### src/sv/dgdf_pkg.sv
// shared constants for the datagram deframer: result kinds and crc-32 constants
// no dependencies
`default_nettype none

package dgdf_pkg;

  localparam int unsigned CRC_W = 32;

  localparam logic [CRC_W-1:0] CRC_POLY = 32'hEDB8_8320;
  localparam logic [CRC_W-1:0] CRC_INIT = 32'hFFFF_FFFF;

  localparam logic [2:0] KIND_DEST  = 3'd0;
  localparam logic [2:0] KIND_DATA  = 3'd1;
  localparam logic [2:0] KIND_EMPTY = 3'd2;
  localparam logic [2:0] KIND_ZERO  = 3'd3;
  localparam logic [2:0] KIND_TRAIL = 3'd4;

endpackage

`default_nettype wire

### src/sv/dgdf_crc_byte.sv
// one-byte update of a reflected crc-32, purely combinational
// depends on dgdf_pkg
`default_nettype none

module dgdf_crc_byte
  import dgdf_pkg::*;
(
  input  wire logic [CRC_W-1:0] crc_in,
  input  wire logic [7:0]       data,
  output logic      [CRC_W-1:0] crc_out
);

  always_comb begin
    logic [CRC_W-1:0] c;
    c = crc_in ^ {{(CRC_W-8){1'b0}}, data};
    for (int i = 0; i < 8; i++) begin
      if (c[0]) begin
        c = (c >> 1) ^ CRC_POLY;
      end else begin
        c = c >> 1;
      end
    end
    crc_out = c;
  end

endmodule

`default_nettype wire

### src/sv/datagram_deframer_crc32.sv
// datagram deframer with crc-32 check, top level
// depends on dgdf_pkg and dgdf_crc_byte
//
// Parses a byte stream laid out as: version byte, big-endian crc-32, a
// destination count (1 to 255), the destination bytes, a big-endian 32-bit
// payload length, then the payload. Every destination and payload byte is
// reported with its index in its section; the result that completes the
// datagram carries last and crc_ok (zlib crc-32 over everything from the count
// byte to the last payload byte, compared with the received field). A zero
// count byte is rejected and skipped; a zero length completes on the last
// length byte with an empty-payload result. Bytes after completion come out as
// trailing bytes with a saturating index. cmd = 1 restarts the parser.
// Throughput is one byte per clock: each transaction is parsed in the cycle it
// is accepted and its result lands in the output register, and the input
// stays ready while that register is empty or being drained, so a result is
// valid in the cycle after its byte. The byte-wide crc update is the longest path.
`default_nettype none

module datagram_deframer_crc32
  import dgdf_pkg::*;
(
  input  wire logic        clk,
  input  wire logic        rst,
  // input channel
  input  wire logic        in_valid,
  output logic             in_ready,
  input  wire logic        cmd,
  input  wire logic [7:0]  byte_in,
  // result channel
  output logic             out_valid,
  input  wire logic        out_ready,
  output logic [2:0]       kind,
  output logic [31:0]      index,
  output logic [7:0]       value,
  output logic             last,
  output logic             crc_ok,
  output logic [7:0]       version
);

  // parser phases
  localparam logic [2:0] PH_VERSION = 3'd0;
  localparam logic [2:0] PH_CRC     = 3'd1;
  localparam logic [2:0] PH_COUNT   = 3'd2;
  localparam logic [2:0] PH_DEST    = 3'd3;
  localparam logic [2:0] PH_LENGTH  = 3'd4;
  localparam logic [2:0] PH_PAYLOAD = 3'd5;
  localparam logic [2:0] PH_TRAIL   = 3'd6;

  localparam logic [31:0] FIELD_BYTES = 32'd4;
  localparam logic [31:0] CNT_MAX     = 32'hFFFF_FFFF;

  // parser state
  logic [2:0]       phase, phase_next;
  logic [31:0]      section_count, section_count_next;
  logic [7:0]       version_byte, version_byte_next;
  logic [31:0]      received_crc, received_crc_next;
  logic [7:0]       destination_count, destination_count_next;
  logic [31:0]      payload_length, payload_length_next;
  logic [CRC_W-1:0] running_crc, running_crc_next;
  logic             complete_flag, complete_flag_next;

  // result of the transaction being accepted
  logic        res_valid;
  logic [2:0]  res_kind;
  logic [31:0] res_index;
  logic [7:0]  res_value;
  logic        res_last;

  logic [CRC_W-1:0] crc_upd;
  logic [31:0]      cnt_inc;
  logic [31:0]      len_shift;
  logic             in_fire;

  dgdf_crc_byte u_crc (
    .crc_in  (running_crc),
    .data    (byte_in),
    .crc_out (crc_upd)
  );

  // output register is free when empty or being drained this cycle
  assign in_ready  = !out_valid || out_ready;
  assign in_fire   = in_valid && in_ready;
  assign cnt_inc   = section_count + 32'd1;
  assign len_shift = {payload_length[23:0], byte_in};

  always_comb begin
    phase_next             = phase;
    section_count_next     = section_count;
    version_byte_next      = version_byte;
    received_crc_next      = received_crc;
    destination_count_next = destination_count;
    payload_length_next    = payload_length;
    running_crc_next       = running_crc;
    complete_flag_next     = complete_flag;
    res_valid              = 1'b0;
    res_kind               = KIND_DEST;
    res_index              = '0;
    res_value              = byte_in;
    res_last               = 1'b0;

    if (cmd) begin
      // restart: back to reset values, no result
      phase_next             = PH_VERSION;
      section_count_next     = '0;
      version_byte_next      = '0;
      received_crc_next      = '0;
      destination_count_next = '0;
      payload_length_next    = '0;
      running_crc_next       = CRC_INIT;
      complete_flag_next     = 1'b0;
    end else begin
      unique case (phase)
        PH_VERSION: begin
          version_byte_next  = byte_in;
          phase_next         = PH_CRC;
          section_count_next = '0;
        end
        PH_CRC: begin
          received_crc_next  = {received_crc[23:0], byte_in};
          section_count_next = cnt_inc;
          if (cnt_inc >= FIELD_BYTES) begin
            phase_next         = PH_COUNT;
            section_count_next = '0;
          end
        end
        PH_COUNT: begin
          if (byte_in == 8'd0) begin
            // zero count is rejected and kept out of the crc
            res_valid = 1'b1;
            res_kind  = KIND_ZERO;
          end else begin
            destination_count_next = byte_in;
            running_crc_next       = crc_upd;
            phase_next             = PH_DEST;
            section_count_next     = '0;
          end
        end
        PH_DEST: begin
          running_crc_next   = crc_upd;
          section_count_next = cnt_inc;
          res_valid          = 1'b1;
          res_kind           = KIND_DEST;
          res_index          = section_count;
          if (cnt_inc >= {24'd0, destination_count}) begin
            phase_next         = PH_LENGTH;
            section_count_next = '0;
          end
        end
        PH_LENGTH: begin
          payload_length_next = len_shift;
          running_crc_next    = crc_upd;
          section_count_next  = cnt_inc;
          if (cnt_inc >= FIELD_BYTES) begin
            section_count_next = '0;
            if (len_shift == 32'd0) begin
              // empty payload completes on the last length byte
              phase_next         = PH_TRAIL;
              complete_flag_next = 1'b1;
              res_valid          = 1'b1;
              res_kind           = KIND_EMPTY;
              res_value          = '0;
              res_last           = 1'b1;
            end else begin
              phase_next = PH_PAYLOAD;
            end
          end
        end
        PH_PAYLOAD: begin
          running_crc_next = crc_upd;
          res_valid        = 1'b1;
          res_kind         = KIND_DATA;
          res_index        = section_count;
          if (section_count >= payload_length - 32'd1) begin
            phase_next         = PH_TRAIL;
            section_count_next = '0;
            complete_flag_next = 1'b1;
            res_last           = 1'b1;
          end else begin
            section_count_next = cnt_inc;
          end
        end
        default: begin
          // trailing bytes, index saturates
          phase_next = PH_TRAIL;
          res_valid  = 1'b1;
          res_kind   = KIND_TRAIL;
          res_index  = section_count;
          if (section_count != CNT_MAX) begin
            section_count_next = cnt_inc;
          end
        end
      endcase
    end
  end

  // parser state registers
  always_ff @(posedge clk) begin
    if (rst) begin
      phase             <= PH_VERSION;
      section_count     <= '0;
      version_byte      <= '0;
      received_crc      <= '0;
      destination_count <= '0;
      payload_length    <= '0;
      running_crc       <= CRC_INIT;
      complete_flag     <= 1'b0;
    end else if (in_fire) begin
      phase             <= phase_next;
      section_count     <= section_count_next;
      version_byte      <= version_byte_next;
      received_crc      <= received_crc_next;
      destination_count <= destination_count_next;
      payload_length    <= payload_length_next;
      running_crc       <= running_crc_next;
      complete_flag     <= complete_flag_next;
    end
  end

  // result register
  always_ff @(posedge clk) begin
    if (rst) begin
      out_valid <= 1'b0;
    end else if (in_fire) begin
      out_valid <= res_valid;
    end else if (out_ready) begin
      out_valid <= 1'b0;
    end
  end

  // crc_ok uses the crc after this byte and the version as held after it
  always_ff @(posedge clk) begin
    if (in_fire && res_valid) begin
      kind    <= res_kind;
      index   <= res_index;
      value   <= res_value;
      last    <= res_last;
      crc_ok  <= res_last && ((running_crc_next ^ CRC_INIT) == received_crc_next);
      version <= version_byte_next;
    end
  end

  // crc_ok is only ever set on a completing result
  a_crc_ok_last: assert property (@(posedge clk) disable iff (rst)
    out_valid |-> (!crc_ok || last))
    else $error("crc_ok without last");

  // a completing result only comes from a payload byte or an empty payload
  a_last_kind: assert property (@(posedge clk) disable iff (rst)
    (out_valid && last) |-> (kind == KIND_DATA || kind == KIND_EMPTY))
    else $error("last on wrong kind");

  // restart returns the parser to its initial state
  a_restart: assert property (@(posedge clk) disable iff (rst)
    (in_fire && cmd) |=> (phase == PH_VERSION && running_crc == CRC_INIT
                          && !complete_flag))
    else $error("restart did not clear parser");

  // once complete, the parser stays in the trailing phase until restart
  a_complete_trail: assert property (@(posedge clk) disable iff (rst)
    complete_flag |-> (phase == PH_TRAIL))
    else $error("complete outside trailing phase");

endmodule

`default_nettype wire

### config.mk
export PLATFORM = sky130hd
export DESIGN_NAME = datagram_deframer_crc32
export DESIGN_NICKNAME = d
export VERILOG_FILES = /design/src/sv/dgdf_pkg.sv /design/src/sv/dgdf_crc_byte.sv /design/src/sv/datagram_deframer_crc32.sv
export SDC_FILE = /design/constraint.sdc
export NUM_CORES = 1
export LEC_CHECK = 0
export ABC_AREA = 0
export BUFFER_PORTS_ARGS = -buffer_cell sky130_fd_sc_hd__buf_2
export CORE_MARGIN = 5
export CORE_UTILIZATION = 45
export CTS_CLUSTER_SIZE = 20
export DETAILED_ROUTE_END_ITERATION = 8
export GPL_TIMING_DRIVEN = 0
export SETUP_SLACK_MARGIN = 0.05
export SYNTH_ARGS = -nofsm -noshare
export SYNTH_HDL_FRONTEND = slang
export SYNTH_SLANG_ARGS = --single-unit
### constraint.sdc
create_clock -name clk -period 5.3 [get_ports clk]
set_input_delay 0.53 -clock clk [delete_from_list [all_inputs] [get_ports clk]]
set_output_delay 0.53 -clock clk [all_outputs]
set_load 0.01 [all_outputs]
* After elaboration in Yosys (flattened, before gate mapping) *
Index checks and enable logic that the tools add are counted.

word-level totals
  register bits = 201
  input bits = 13
  output and inout port bits = 55
  logic and storage cells = 116

operators by class
  $add $sub $neg = 2
  magnitude comparators = 3
  equality and inequality tests = 13
  multiplexer cells = 53
  bitwise logic cells = 10
  reduce and logical (&&, ||, !) cells = 21

operator list
  operator               number
  $mux 32                20
  $pmux 32 s5            1
  $not 13->14            8
  $mux 8                 9
  $pmux 32 s2            1
  $add 32x1->32 const B  1
  $eq 32x32->1           1
  $ge 32x3->1 const B    1
  $ge 32x32->1           1
  $ge 32x8->1            1
  $logic_not 32->1       1
  $ne 32x32->1 const B   1
  $not 32->32            1
  $sub 32x1->32 const B  1
  $xor 32x8->32          1
  $mux 3                 6
  $pmux 3 s6             1
  $ne 3x3->1 const B     5
  $pmux 3 s4             1
  $logic_not 8->1        1
  $mux 1                 8
  $mux 2                 4
  $reduce_bool 7->1      1
  $eq 3x2->1 const B     2
  other kinds (16)       24

* Depth between registers and ports, before layout *
  word-level depth = 23
  depth in mapped cells = 18
  depth with buffers taken out = 17

* Cells and area by module *
Synthesis repeated with hierarchy kept, for this count alone.

unflattened totals
  cells, all modules = 1,309
  area, all modules = 11,989.0 um^2

by module, submodules not included
  module                   times used  cells each  area an instance (um^2)
  datagram_deframer_crc32  1           1,245       11,034.3
  dgdf_crc_byte            1           64          954.7

* Worst setup path after synthesis *
OpenSTA, ideal clock, no wires.

  path kind = register -> register
  start point = register payload_length[0]
  end point = register section_count[23]
  library setup time = 0.115 ns
  data arrival time = 3.824 ns
  setup slack = 1.361 ns
  stages on the path, launching flop included = 18
  path buffers = 1
  clock period less this slack = 3.939 ns
  cells stage by stage = dfxtp_1 nor4_1 nand2_1 or3_1 or3_1 nor4_1 xnor2_1 ha_1 a21oi_1 o21ai_0 a21oi_1 a211oi_1 nor3_1 a21boi_0 o31ai_4 o21ai_2 buf_6 nor2_1

between the ends
  cells in the longest elaborated chain, start to end = 5

ends and longest elaborated chain
  what                    line                            source
  from (decl)             datagram_deframer_crc32.sv:58   logic [31:0] payload_length, payload_length_next;
  from (signal assigned)  datagram_deframer_crc32.sv:213  payload_length <= payload_length_next;
  $sub 32x1->32           datagram_deframer_crc32.sv:173  if (section_count >= payload_length - 32'd1) begin
  $ge 32x32->1            datagram_deframer_crc32.sv:173
  $mux 32                 datagram_deframer_crc32.sv:173
  $pmux 32 s5             datagram_deframer_crc32.sv:112  unique case (phase)
  $mux 32                 datagram_deframer_crc32.sv:101  if (cmd) begin
  to (signal assigned)    datagram_deframer_crc32.sv:209  section_count <= section_count_next;
  to (decl)               datagram_deframer_crc32.sv:54   logic [31:0] section_count, section_count_next;

No other way between the ends.
A chain may end at the register's enable or synchronous reset.

* Worst setup path in the final report *
  start point = register payload_length[2]
  end point = register section_count[15]

Same word-level chain as after synthesis.

==> reports/results.ini <==
[finish]
stdcell_area_um2=13700
stdcell_count=1820
antenna_cells=0
syn2layout_area_growth_pct=13.5
drive_gt1_share_pct=11.2
nets=1520

[sta]
finalSetupViolCount=0
report.final.slew_viol_count=0
fmax_mhz=203
finalSetupTns_ns=0
final.min_clock_period_ns=4.93
fin_crit_sh_pct=93.0
rsz0062_at_grt=no
maxSlewHeadroom_pct=33.6
tightest_slew_ns=0.994
fin_ws_ns=0.373
skew_ns=0.0140
hold_viol_final=0

[detailed_routing]
drt-vias-per-instance=5.68
route.detailed.drc=0
dr.pass1.iters=5
antenna_left=0
route.vias.total=10346
drt_wl_total_mm=36.0
drt_iter0_markers=827
wl_per_cell_um=19.8

[floorplan]
start_util_pct=45.2
row_count=60
coreArea_um2=26700
die_w_um=174
die_h_um=174
die-area_um2=30200
boundaryPins=68

[logic_synthesis]
ys_warn_count=0
synth-compound-area-share_pct=14.5
synthMuxAreaShare_pct=3.63
yosysUniqueCellTypes=84
synth_top_family_by_area=simple AND/OR/NAND/NOR gates
synth_enable_flop_cells=53
synth_fa_ha_area_share_pct=4.57
synth_nets=1427
ys_seq_area_share_pct=37.8
ys_ff_latch=201
avgSynthCellArea_um2=8.80
synth_cells=1370
async_flop_share_pct=0
ys.flop_type=dfxtp_1
syn_area_um2=12100
synth_xor_xnor_area_share_pct=13.3
synth-simple-area-share_pct=22.2

[hold_path]
hold_path_class=in2reg

[clock_network]
cts_root_buf=clkbuf_16
clk_latency_ns=0.52
ctsResizeCount=0
clk_pin_slew_ns=0.06
cts_tree=done
cts_hold_buffers=0
htree_levels=1
clock_path_buffers=3
cts.sinks=201
postCtsSetupBuffers=0
numCtsBuffers=23

[worst_setup_path]
slowest_delay_ns=0.57
cp_max_fo=10
cp.arrival_ns=5.33
worstSetupPathType=reg2reg
cp_top_family=simple AND/OR/NAND/NOR gates
slowest_stage=nor4_1
crit_chain=nor4_1 -> nand2_1 -> or3_1 -> or3_1 -> nor4_1 -> xnor2_1 -> ha_1 -> a21oi_1 -> o21ai_0 -> a21oi_1 -> a211oi_2 -> nor3_1 -> a21boi_0 -> o31ai_4 -> o21ai_4 -> buf_6 -> nor2_1
cp.required_ns=5.70
crit_buf_inv=1
startpoint_type=flop
cp-end-kind=flop

[placement]
globalplace.congestion=0.960
hpwlAfterDp_mm=27.5
dpl.cell_count=1779
dp_slack_ns=0.109
io_buffer_count=67
placed_area_um2=12800

[global_route]
grt_overflow=0
antenna_found_initial=0
grtUsageTotal_pct=23.3
grt_max_degree=40
grt_pass1_wl_mm=56.6
grt_pass1_vias=9875

[power]
finalPower_mw=3.79
peakVddDrop_mv=0.280
power.density_nw_per_um2=277
p_leak_nw=5.19

[run_status]
status=finished, final reports clean

[flow_run]
cap_violations=0

-- cell usage in the layout (no fill, tap or decap), drive strengths merged, types with 7 or more instances in the layout --
cell type  instances
nand2            158
nor2             151
dfxtp            148
xnor2            104
a21oi            102
clkbuf            93
buf               91
edfxtp            53
xor2              48
ha                44
o21ai             41
and2              38
mux2i             38
nand3             30
inv               30
o22ai             29
a22oi             28
nor3              28
nand4             26
nor3b             24
nor2b             17
nor4              16
or3               11
and3              10
a31oi              9
o211ai             8
or4                7
-- state kept, by name, indices dropped and copies added (netlist names), 3 cells and up --
name	count
section_count	32
version_byte	8
kind	3
received_crc	32
destination_count	8
value	8
version	8
payload_length	32
index	32
running_crc	32
phase	3
-- metrics by stage --
step | util (%) | hold slack (ns)
after floorplan | - | 0.437
after global placement | 48.1 | 0.441
after detailed placement | 48.2 | 0.448
after CTS | 51.3 | 0.367
after global routing | 51.4 | 0.407
final | 51.4 | 0.383
-- final cells by class --
cell class / instances / area (um2)
multi-input combinational: 1054 / 7040
fill: 2491 / 13000
timing repair buffer: 68 / 355
buffer: 86 / 374
clock inverter: 11 / 189
tap: 341 / 427
sequential: 201 / 4550
clock buffer: 30 / 642
inverter: 29 / 109
-- path summary, 6_finish.rpt --
path | to | cells past startpoint | start | slack (ns)
worst max-delay path | section_count[15]$_SDFFE_PP0P_ | 17 | payload_length[2]$_SDFFE_PP0P_ | 0.37
worst min-delay path | out_valid$_SDFFE_PP0P_ | 3 | out_ready | 0.38
worst max register to register | section_count[15]$_SDFFE_PP0P_ | 17 | payload_length[2]$_SDFFE_PP0P_ | 0.37
worst min register to register | version_byte[0]$_SDFFE_PP0P_ | 2 | version_byte[0]$_SDFFE_PP0P_ | 0.46
-- report_power, final --
group	internal [mW]	total, mW	leakage, nW	switching [mW]
Sequential	1.58	1.58	1.62	0.00805
Combinational	0.169	0.462	3.16	0.293
Clock	1.10	1.75	0.405	0.652
-- layer usage --
metal	global-route usage (%)	vias to the layer above	wire length (um)
met4	6.93	0	1240
met5	0	-	0
met3	3.71	68	2440
met1	33.5	4883	16800
li1	-	5027	-
met2	36.1	368	15500
-- cell families (layout without fill, tap and decap cells) --
group | count (synthesis) | after routing
AND/OR/NAND/NOR | 542 | 542
AO/OA/AOI/OAI | 269 | 269
flip-flops | 201 | 201
XOR/XNOR | 157 | 157
buffers and inverters | 115 | 224
adder cells (fa/ha/maj) | 44 | 44
multiplexers | 42 | 42
-- Yosys cell counts (4+ instances only) --
library cell | number | area share [%]
a211o_1 | 4 | 0.29
a211oi_1 | 4 | 0.25
a21o_1 | 5 | 0.31
a21oi_1 | 102 | 4.2
a22oi_1 | 28 | 1.7
a31oi_1 | 9 | 0.47
and2_1 | 38 | 2.0
and3_1 | 10 | 0.52
and4_1 | 4 | 0.29
buf_1 | 7 | 0.22
buf_2 | 10 | 0.42
buf_6 | 4 | 0.37
clkbuf_1 | 62 | 1.9
dfxtp_1 | 148 | 25
edfxtp_1 | 53 | 13
ha_1 | 44 | 4.6
inv_1 | 29 | 0.90
mux2_2 | 4 | 0.37
mux2i_1 | 37 | 3.1
nand2_1 | 158 | 4.9
nand2b_1 | 5 | 0.26
nand3_1 | 29 | 1.2
nand3b_1 | 4 | 0.25
nand4_1 | 25 | 1.3
nor2_1 | 151 | 4.7
nor2b_1 | 17 | 0.88
nor3_1 | 27 | 1.1
nor3b_1 | 23 | 1.4
nor4_1 | 15 | 0.78
o211ai_1 | 7 | 0.44
o21ai_0 | 34 | 1.4
o21ai_1 | 6 | 0.25
o22ai_1 | 28 | 1.5
o31ai_1 | 4 | 0.25
or2_2 | 6 | 0.31
or3_1 | 11 | 0.57
or4_1 | 5 | 0.31
xnor2_1 | 93 | 6.8
xnor2_2 | 6 | 0.81
xnor2_4 | 5 | 1.1
xnor3_1 | 5 | 0.93
xor2_1 | 46 | 3.3
-- worst register-to-register path: stages (launching register included) --
cell and delay [ns]:
dfxtp_1 0.36, nor4_1 0.57, nand2_1 0.18, or3_1 0.37, or3_1 0.34, nor4_1 0.25
xnor2_1 0.16, ha_1 0.32, a21oi_1 0.06, o21ai_0 0.19, a21oi_1 0.12, a211oi_2 0.44
nor3_1 0.16, a21boi_0 0.48, o31ai_4 0.18, o21ai_4 0.37, buf_6 0.21, nor2_1 0.05
(Power assumes the default switching activity.)
